### src/rtl/core/bfie_pkg.sv
// shared types, constants and helpers for the bit-field insert/extract block
// no dependencies
package bfie_pkg;

    localparam int BYTE_BITS     = 8;
    localparam int WORD_BITS     = 64;
    localparam int SPAN_BYTES    = 9;                        // bytes a 64-bit field can touch
    localparam int ACC_W         = SPAN_BYTES * BYTE_BITS;
    localparam int CMD_W         = 2;
    localparam int OFF_W         = 11;
    localparam int LEN_W         = 7;
    localparam int VB_W          = 9;
    localparam int SH_W          = 3;
    localparam int IDX_W         = OFF_W - SH_W + 1;         // byte index incl. span overrun
    localparam int CNT_W         = 4;
    localparam int DEF_BUF_BYTES = 256;

    typedef enum logic [CMD_W-1:0] {
        CMD_WRITE  = 2'd0,
        CMD_READ_U = 2'd1,
        CMD_READ_S = 2'd2,
        CMD_NONE   = 2'd3
    } t_cmd;

    // control from the sequencer to the byte lane
    typedef struct packed {
        logic load;      // take a new transaction
        logic shift;     // a buffer byte is back from memory
        logic rd_ok;     // that byte lies inside the readable range
    } t_lane_ctl;

    // low len bits set, len already limited to WORD_BITS
    function automatic logic [WORD_BITS-1:0] ones(input logic [LEN_W-1:0] len);
        logic [WORD_BITS-1:0] m;
        for (int i = 0; i < WORD_BITS; i++) begin
            m[i] = (LEN_W'(i) < len);
        end
        return m;
    endfunction

    function automatic logic [LEN_W-1:0] clamp_len(input logic [LEN_W-1:0] len);
        return (len > LEN_W'(WORD_BITS)) ? LEN_W'(WORD_BITS) : len;
    endfunction

endpackage

### src/rtl/core/bfie_ram.sv
// generic simple dual-port ram, one write and one registered read port
// no dependencies
module bfie_ram #(
    parameter int WIDTH = 8,
    parameter int DEPTH = 256,
    parameter int AW    = $clog2(DEPTH)
) (
    input  logic             i_clk,
    input  logic             i_we,
    input  logic [AW-1:0]    i_waddr,
    input  logic [WIDTH-1:0] i_wdata,
    input  logic [AW-1:0]    i_raddr,
    output logic [WIDTH-1:0] o_rdata
);

    logic [WIDTH-1:0] r_mem [DEPTH];
    logic [WIDTH-1:0] r_rdata;

    always_ff @(posedge i_clk) begin
        if (i_we) begin
            r_mem[i_waddr] <= i_wdata;
        end
        r_rdata <= r_mem[i_raddr];
    end

    assign o_rdata = r_rdata;

endmodule

### src/rtl/core/bfie_lane.sv
// byte-serial datapath: write data and mask shift out a byte at a time,
// read bytes shift into an accumulator; final alignment and sign extension
// depends on bfie_pkg
module bfie_lane import bfie_pkg::*; (
    input  logic                 i_clk,
    input  t_lane_ctl            i_ctl,
    input  logic [WORD_BITS-1:0] i_value,
    input  logic [LEN_W-1:0]     i_len,
    input  logic [SH_W-1:0]      i_sh,
    input  logic                 i_signed,
    input  logic [BYTE_BITS-1:0] i_ram_byte,
    output logic [BYTE_BITS-1:0] o_wr_byte,
    output logic [WORD_BITS-1:0] o_result
);

    logic [ACC_W-1:0]     r_data;
    logic [ACC_W-1:0]     r_mask;
    logic [ACC_W-1:0]     r_acc;
    logic [LEN_W-1:0]     r_len;
    logic [SH_W-1:0]      r_sh;
    logic                 r_signed;
    logic [BYTE_BITS-1:0] rd_byte;
    logic [ACC_W-1:0]     acc_sh;
    logic [WORD_BITS-1:0] len_mask;
    logic [WORD_BITS-1:0] field;
    logic                 sign_bit;

    assign rd_byte = i_ctl.rd_ok ? i_ram_byte : '0;

    always_ff @(posedge i_clk) begin
        if (i_ctl.load) begin
            r_data   <= ACC_W'(i_value & ones(i_len)) << i_sh;
            r_mask   <= ACC_W'(ones(i_len)) << i_sh;
            r_len    <= i_len;
            r_sh     <= i_sh;
            r_signed <= i_signed;
        end else if (i_ctl.shift) begin
            r_data <= r_data >> BYTE_BITS;
            r_mask <= r_mask >> BYTE_BITS;
            r_acc  <= {rd_byte, r_acc[ACC_W-1:BYTE_BITS]};
        end
    end

    // read-modify-write merge of the current byte
    assign o_wr_byte = (i_ram_byte & ~r_mask[BYTE_BITS-1:0])
                     | (r_data[BYTE_BITS-1:0] & r_mask[BYTE_BITS-1:0]);

    assign acc_sh   = r_acc >> r_sh;
    assign len_mask = ones(r_len);
    assign field    = acc_sh[WORD_BITS-1:0] & len_mask;
    assign sign_bit = (r_len != '0) && field[6'(r_len - LEN_W'(1))];
    assign o_result = (r_signed && sign_bit) ? (field | ~len_mask) : field;

endmodule

### src/rtl/core/bit_field_buffer_insert_extract.sv
// top level of the bit-field insert/extract block: sequencer, buffer memory, byte lane
// depends on bfie_pkg, bfie_ram, bfie_lane
//
// Keeps a BUF_BYTES byte buffer and runs one command per transaction on a field
// of 0..64 bits at any bit offset, lsb first within each byte. A write merges the
// low field_length bits of write_value into the buffer; a read returns the field
// zero- or sign-extended, with bits in bytes at or past valid_bytes reading zero.
// The field always moves through the buffer memory one byte per cycle over a fixed
// nine-byte window (one read-modify-write per cycle on the single write port of
// the byte-wide memory, plus an alignment state for reads). Command 3 is accepted
// without leaving idle and has no effect. After reset the buffer is zeroed by a
// clearing pass over all BUF_BYTES bytes, during which o_stall stays high. The
// input side is accepted again while a read result still waits in the output
// register.
module bit_field_buffer_insert_extract import bfie_pkg::*; #(
    parameter int BUF_BYTES = DEF_BUF_BYTES
) (
    input  logic                 i_clk,
    input  logic                 i_rst_n,
    input  logic                 i_valid,
    output logic                 o_stall,
    input  logic [CMD_W-1:0]     i_command,
    input  logic [OFF_W-1:0]     i_bit_offset,
    input  logic [LEN_W-1:0]     i_field_length,
    input  logic [WORD_BITS-1:0] i_write_value,
    input  logic [VB_W-1:0]      i_valid_bytes,
    output logic                 o_valid,
    input  logic                 i_stall,
    output logic [WORD_BITS-1:0] o_read_value
);

    localparam int AW = $clog2(BUF_BYTES);

    typedef enum logic [3:0] {
        ST_CLEAR = 4'b0001,
        ST_IDLE  = 4'b0010,
        ST_RUN   = 4'b0100,
        ST_FIN   = 4'b1000
    } t_state;

    t_state               r_state, n_state;
    logic [AW-1:0]        r_clr;
    logic [CNT_W-1:0]     r_cnt;
    logic [IDX_W-1:0]     r_base;
    logic [VB_W-1:0]      r_vbytes;
    logic                 r_write;
    logic [AW-1:0]        r_prev_addr;
    logic                 r_prev_wr_ok;     // previous byte inside the buffer
    logic                 r_prev_rd_ok;     // ... and inside the valid byte count
    logic                 r_out_valid;
    logic [WORD_BITS-1:0] r_read_value;

    logic                 in_take;
    logic                 out_free;
    logic [IDX_W-1:0]     idx;
    logic                 idx_in_buf;
    logic                 ram_we;
    logic [AW-1:0]        ram_waddr;
    logic [BYTE_BITS-1:0] ram_wdata;
    logic [BYTE_BITS-1:0] ram_rdata;
    logic [BYTE_BITS-1:0] wr_byte;
    logic [WORD_BITS-1:0] result;
    logic                 byte_back;
    t_lane_ctl            lane_ctl;
    t_cmd                 cmd;

    assign cmd      = t_cmd'(i_command);
    assign in_take  = i_valid && !o_stall;
    assign out_free = !r_out_valid || !i_stall;
    assign o_stall  = (r_state != ST_IDLE);

    // current byte of the nine-byte window
    assign idx        = r_base + IDX_W'(r_cnt);
    assign idx_in_buf = (32'(idx) < 32'(BUF_BYTES));
    // data for byte r_cnt-1 comes back from memory this cycle
    assign byte_back  = (r_state == ST_RUN) && (r_cnt != '0);

    always_comb begin
        n_state = r_state;
        unique case (r_state)
            ST_CLEAR: begin
                if (r_clr == AW'(BUF_BYTES - 1)) begin
                    n_state = ST_IDLE;
                end
            end
            ST_IDLE: begin
                if (in_take && cmd != CMD_NONE) begin
                    n_state = ST_RUN;
                end
            end
            ST_RUN: begin
                if (r_cnt == CNT_W'(SPAN_BYTES)) begin
                    n_state = r_write ? ST_IDLE : ST_FIN;
                end
            end
            ST_FIN: begin
                if (out_free) begin
                    n_state = ST_IDLE;
                end
            end
            default: n_state = ST_CLEAR;
        endcase
    end

    always_ff @(posedge i_clk) begin
        if (!i_rst_n) begin
            r_state     <= ST_CLEAR;
            r_clr       <= '0;
            r_cnt       <= '0;
            r_out_valid <= 1'b0;
        end else begin
            r_state <= n_state;
            if (r_state == ST_CLEAR) begin
                r_clr <= r_clr + AW'(1);
            end
            if (in_take) begin
                r_cnt <= '0;
            end else if (r_state == ST_RUN) begin
                r_cnt <= r_cnt + CNT_W'(1);
            end
            if (r_state == ST_FIN && out_free) begin
                r_out_valid <= 1'b1;
            end else if (!i_stall) begin
                r_out_valid <= 1'b0;
            end
        end
    end

    // transaction fields and the registered memory pipeline
    always_ff @(posedge i_clk) begin
        if (in_take) begin
            r_base   <= IDX_W'(i_bit_offset[OFF_W-1:SH_W]);
            r_vbytes <= i_valid_bytes;
            r_write  <= (cmd == CMD_WRITE);
        end
        r_prev_addr  <= AW'(idx);
        r_prev_wr_ok <= idx_in_buf;
        r_prev_rd_ok <= idx_in_buf && (idx < IDX_W'(r_vbytes));
        if (r_state == ST_FIN && out_free) begin
            r_read_value <= result;
        end
    end

    // memory write: zeros while clearing, merged byte during a write command
    always_comb begin
        ram_we    = 1'b0;
        ram_waddr = r_prev_addr;
        ram_wdata = wr_byte;
        if (r_state == ST_CLEAR) begin
            ram_we    = 1'b1;
            ram_waddr = r_clr;
            ram_wdata = '0;
        end else if (byte_back && r_write && r_prev_wr_ok) begin
            ram_we = 1'b1;
        end
    end

    bfie_ram #(
        .WIDTH (BYTE_BITS),
        .DEPTH (BUF_BYTES),
        .AW    (AW)
    ) u_ram (
        .i_clk   (i_clk),
        .i_we    (ram_we),
        .i_waddr (ram_waddr),
        .i_wdata (ram_wdata),
        .i_raddr (AW'(idx)),
        .o_rdata (ram_rdata)
    );

    assign lane_ctl.load  = in_take;
    assign lane_ctl.shift = byte_back;
    assign lane_ctl.rd_ok = r_prev_rd_ok;

    bfie_lane u_lane (
        .i_clk      (i_clk),
        .i_ctl      (lane_ctl),
        .i_value    (i_write_value),
        .i_len      (clamp_len(i_field_length)),
        .i_sh       (i_bit_offset[SH_W-1:0]),
        .i_signed   (cmd == CMD_READ_S),
        .i_ram_byte (ram_rdata),
        .o_wr_byte  (wr_byte),
        .o_result   (result)
    );

    assign o_valid      = r_out_valid;
    assign o_read_value = r_read_value;

    // memory is only written while clearing or running a write
    a_no_write_idle: assert property (@(posedge i_clk) disable iff (!i_rst_n)
        (r_state == ST_IDLE || r_state == ST_FIN) |-> !ram_we)
        else $error("buffer written outside a write transaction");

    // a result only appears after the alignment cycle of a read
    a_out_from_fin: assert property (@(posedge i_clk) disable iff (!i_rst_n)
        $rose(r_out_valid) |-> $past(r_state == ST_FIN))
        else $error("result raised without a finished read");

    // byte counter stays inside the nine-byte window
    a_cnt_bound: assert property (@(posedge i_clk) disable iff (!i_rst_n)
        (r_state == ST_RUN) |-> (r_cnt <= CNT_W'(SPAN_BYTES)))
        else $error("byte counter overran the window");

    // no result can exist while the buffer is still being cleared
    a_clear_quiet: assert property (@(posedge i_clk) disable iff (!i_rst_n)
        (r_state == ST_CLEAR) |-> !r_out_valid)
        else $error("result pending during clearing pass");

endmodule
### config.mk
export PLATFORM = sky130hd
export DESIGN_NAME = bit_field_buffer_insert_extract
export DESIGN_NICKNAME = d
export VERILOG_FILES = /design/src/rtl/core/bfie_pkg.sv /design/src/rtl/core/bfie_ram.sv /design/src/rtl/core/bfie_lane.sv /design/src/rtl/core/bit_field_buffer_insert_extract.sv
export SDC_FILE = /design/constraint.sdc
export NUM_CORES = 2
export LEC_CHECK = 0
export ABC_AREA = 1
export BUFFER_PORTS_ARGS = -buffer_cell sky130_fd_sc_hd__buf_4
export CORE_MARGIN = 2
export CORE_UTILIZATION = 45
export DETAILED_ROUTE_END_ITERATION = 8
export MAX_ROUTING_LAYER = met4
export PLACE_DENSITY = 0.65
export SYNTH_ARGS = -nofsm -noshare
export SYNTH_HDL_FRONTEND = slang
export SYNTH_HIERARCHICAL = 1
export SYNTH_SLANG_ARGS = --single-unit
### constraint.sdc
create_clock -name i_clk -period 15.8 [get_ports i_clk]
set_input_delay 2.37 -clock i_clk [delete_from_list [all_inputs] [get_ports i_clk]]
set_output_delay 2.37 -clock i_clk [all_outputs]
set_load 0.01 [all_outputs]
==> impl_metrics.py <==
metrics = {
    "run_status": {
        "status": "finished, final reports clean",
    },
    "clock_network": {
        "cts_post_setup_buffers_inserted": 0,
        "cts_tree": "done",
        "cts-resized-gates": 0,
        "cts.clk_slew.worst_paths_ps": 60,
        "cts.root.buffer_cell": "sky130_fd_sc_hd__clkbuf_16",
        "cts_made_buffers": 233,
        "cts-hold-fix-buffers": 0,
        "clk_path_buf_depth": 3,
        "clock_sinks": 2390,
        "cts_htree_levels": 4,
        "clock_latency_ps": 870,
    },
    "layout": {
        "final_nets": 9681,
        "layout_common_cells": "sky130_fd_sc_hd__nand2_1, sky130_fd_sc_hd__nand3_1, sky130_fd_sc_hd__edfxtp_1",
        "share_of_cells_above_drive_strength_1_pct": 6.84,
        "final-instance-count-excl-fill": 12800,
        "mostFrequentLayoutCell": "sky130_fd_sc_hd__nand2_1",
        "syn2layout_area_growth_pct": 9.91,
    },
    "power_and_ir_drop": {
        "total_leakage_power_nw": 41.7,
        "power_density_mw_per_mm2": 135,
        "report.power.total_w": 0.0155,
        "peakVddDrop_mv": 0.177,
    },
    "global_routing": {
        "grt_antenna_before_repair": 6,
        "first_pass_grt_wire_length_mm": 438,
        "grt_max_degree": 213,
        "grt_usage_pct": 24.8,
        "first_global_vias": 68700,
        "global_route.overflow_total": 0,
    },
    "worst_setup_path": {
        "cpMaxStageDelayCell": "sky130_fd_sc_hd__buf_4",
        "worst_setup_path_start_kind": "flop",
        "crit_arrival_ps": 6480,
        "required_ps": 16560,
        "slowest_delay_ps": 670,
        "critical_path_peak_fanout": 180,
        "worst-path-buf-inv": 5,
        "worst_path_dominant_cell_family": "buffers and inverters",
        "critical_path.most_common_cell": "sky130_fd_sc_hd__nand3_1",
        "crit_path_end_kind": "flop",
        "cp_cell_instances": "ha_4 -> inv_1 -> fa_1 -> inv_8 -> buf_12 -> buf_4 -> buf_4 -> nand3_1 -> nand3_1 -> nand3_1 -> nand3_1 -> nand3_1 -> nand3_1 -> nand2_1 -> nand2_1 -> nand2_1",
        "timing.setup.critical_path_class": "reg -> reg",
    },
    "die": {
        "die-area_mm2": 0.236,
        "start_util_pct": 45.4,
        "fp.dieW_um": 486,
        "row_count": 176,
        "dieHeight_um": 486,
        "fp.coreArea_mm2": 0.231,
        "design.portCount": 163,
    },
    "synthesis": {
        "synth.area.mux_share_pct": 0.325,
        "synth_top_cells_by_area": "sky130_fd_sc_hd__edfxtp_1, sky130_fd_sc_hd__nand3_1, sky130_fd_sc_hd__nand2_1",
        "netlist-cell-type-count": 48,
        "combinational_family_with_the_most_area_after_synthesis": "simple AND/OR/NAND/NOR gates",
        "yosysWarnings": 6,
        "yosysSeqAreaShare_pct": 68.3,
        "syn-mean-instance-area_um2": 10.8,
        "ys.flop_type": "sky130_fd_sc_hd__edfxtp_1",
        "synth_edf_count": 2355,
        "netlist_area_mm2": 0.105,
        "synth-compound-area-share_pct": 2.66,
        "synth_simple_gate_area_share_pct": 24.3,
        "synthesis.nets": 9835,
        "async_reset_ff_share_pct": 0,
        "synth_largest_area_cell": "sky130_fd_sc_hd__edfxtp_1",
        "post_synthesis_cell_count": 9719,
        "synthAdderAreaFrac_pct": 0.234,
        "synth_xor_xnor_area_share_pct": 0.0837,
        "synth_top_area_share_pct": 67.6,
        "synth.ff_latch_count": 2390,
    },
    "timing": {
        "timing_worst_slew_pin_value_ps": 1350,
        "finalWorstSetupSlack_ps": 10090,
        "finalHoldViolations": 0,
        "worst_slew_margin_rel_pct": 10.1,
        "timing.clock.skew_ps": 46.6,
        "rsz0062_at_grt": "false",
        "max_freq_mhz": 175,
        "setup_violations": 0,
        "drv_slew": 0,
        "min_period_ps": 5710,
        "fin_setup_tns_ps": 0,
        "timing.final.crit_share_pct": 36.2,
    },
    "place": {
        "place_inst": 12400,
        "dpl.hpwl_mm": 169,
        "worst_slack_at_placement_ps": 9710,
        "place_congestion": 0.924,
        "place.port_buffers": 162,
    },
    "routing": {
        "drt_pre_antenna_iters": 6,
        "initialDrtViolationCount": 9652,
        "dr_total_vias": 73900,
        "routed_wirelength_mm": 291,
        "route.detailed.drc": 0,
        "routed_vias_inst": 5.78,
        "average_wire_per_cell_in_the_routed_design_um": 22.7,
        "final_antenna_net_count": 0,
    },
    "worst_hold_path": {
        "hold_path.class": "reg -> reg",
    },
    "flow_run": {
        "max_cap_check_violation_count": 0,
    },
}
==> worst register-to-register path: stages (launching register included) <==
cell and delay (ps):
sky130_fd_sc_hd__dfxtp_1 450, sky130_fd_sc_hd__ha_4 180, sky130_fd_sc_hd__inv_1 50, sky130_fd_sc_hd__fa_1 520, sky130_fd_sc_hd__inv_8 410, sky130_fd_sc_hd__buf_12 680
sky130_fd_sc_hd__buf_4 960, sky130_fd_sc_hd__buf_4 800, sky130_fd_sc_hd__nand3_1 220, sky130_fd_sc_hd__nand3_1 170, sky130_fd_sc_hd__nand3_1 170, sky130_fd_sc_hd__nand3_1 150
sky130_fd_sc_hd__nand3_1 210, sky130_fd_sc_hd__nand3_1 310, sky130_fd_sc_hd__nand2_1 180, sky130_fd_sc_hd__nand2_1 130, sky130_fd_sc_hd__nand2_1 50
==> cell usage after synthesis (3+ instances only) <==
master                     count
sky130_fd_sc_hd__nor2_4        4
sky130_fd_sc_hd__o21ai_1      27
sky130_fd_sc_hd__o21a_1        3
sky130_fd_sc_hd__o21ai_2       3
sky130_fd_sc_hd__edfxtp_1   2355
sky130_fd_sc_hd__ha_1         18
sky130_fd_sc_hd__nor3_1        3
sky130_fd_sc_hd__buf_2       296
sky130_fd_sc_hd__inv_2        18
sky130_fd_sc_hd__a31oi_1       6
sky130_fd_sc_hd__mux2_2        8
sky130_fd_sc_hd__clkbuf_1    211
sky130_fd_sc_hd__o221ai_1    103
sky130_fd_sc_hd__inv_1       260
sky130_fd_sc_hd__nand3b_1      3
sky130_fd_sc_hd__o21ai_0     196
sky130_fd_sc_hd__buf_6        27
sky130_fd_sc_hd__buf_1        59
sky130_fd_sc_hd__mux2i_1      25
sky130_fd_sc_hd__xnor2_1       4
sky130_fd_sc_hd__buf_4        60
sky130_fd_sc_hd__nand2_2       6
sky130_fd_sc_hd__o22ai_1      33
sky130_fd_sc_hd__xor2_1        6
sky130_fd_sc_hd__nor2_1      388
sky130_fd_sc_hd__o211ai_1     19
sky130_fd_sc_hd__a21oi_1      48
sky130_fd_sc_hd__nor2_2       12
sky130_fd_sc_hd__nand2_1    3009
sky130_fd_sc_hd__nand3_1    2365
sky130_fd_sc_hd__dfxtp_1      35
sky130_fd_sc_hd__nand4_1      86
==> power breakdown <==
part,leakage (nW),switching (W),internal [W]
logic,16.3,0.00188,0.000332
registers,21.8,0.0000394,0.00783
clock network,3.62,0.00238,0.00309
total,41.7,0.00430,0.0112
==> final cells by class <==
class                      count  area [µm²]
sequential                  2390       71400
tap                         3026        3790
antenna                        2        5.00
inverter                     279        1090
clock inverter               145        1380
clock buffer                 286        6090
timing repair buffer         265        2150
multi-input combinational   6396       29000
fill                       20100      116000
==> per-stage QoR <==
stage / hold WS, ps / utilization, % / area, µm²
after floorplan: 400 / - / 105000
after global placement: 406 / 46.6 / 107000
after detailed placement: 437 / 46.6 / 107000
after CTS: 447 / 49.9 / 115000
after global routing: 455 / 49.9 / 115000
final: 463 / 49.9 / 115000
==> metal layers <==
layer	GRT usage, %	share of wire, %
met5	-	0
met4	7.58	3.0
met3	4.21	9.6
met2	36.7	46
met1	35.0	42
==> logic make-up (layout without fill, tap and decap cells) <==
logic type | after synthesis | after routing
xor gates and xnor gates | 10 | 10
DFF | 2390 | 2390
adders and majority gates | 19 | 19
buffers and inverters | 933 | 975
AOI/OAI and AO/OA | 449 | 449
muxes | 33 | 33
other | 0 | 2
and+or+nand+nor | 5885 | 5885
==> state kept, by name, indices dropped and copies added, names as in the netlist, 3 cells and up <==
register       cells
u_ram/r_mem     2048
u_lane/r_acc      72
u_lane/r_data     71
u_lane/r_mask     71
o_read_value      64
r_vbytes           9
r_base             8
r_clr              8
r_prev_addr        8
u_ram/o_rdata      8
u_lane/r_len       7
r_cnt              4
r_state            4
u_lane/r_sh        3
==> final timing paths <==
| kind | startpoint | endpoint | slack (ps) | depth (start not counted) |
|---|---|---|---|---|
| setup / recovery | r_cnt[0]$_SDFFE_PP0P_ | u_ram/o_rdata[5]$_DFF_P_ | 10090 | 16 |
| hold / removal | u_lane/r_acc[71]$_SDFFCE_PN0P_ | u_lane/r_acc[63]$_DFFE_PP_ | 460 | 0 |
| setup reg to reg | r_cnt[0]$_SDFFE_PP0P_ | u_ram/o_rdata[5]$_DFF_P_ | 10090 | 16 |
| hold reg to reg | u_lane/r_acc[71]$_SDFFCE_PN0P_ | u_lane/r_acc[63]$_DFFE_PP_ | 460 | 0 |
Note: power is estimated with default switching activity, not from simulation.
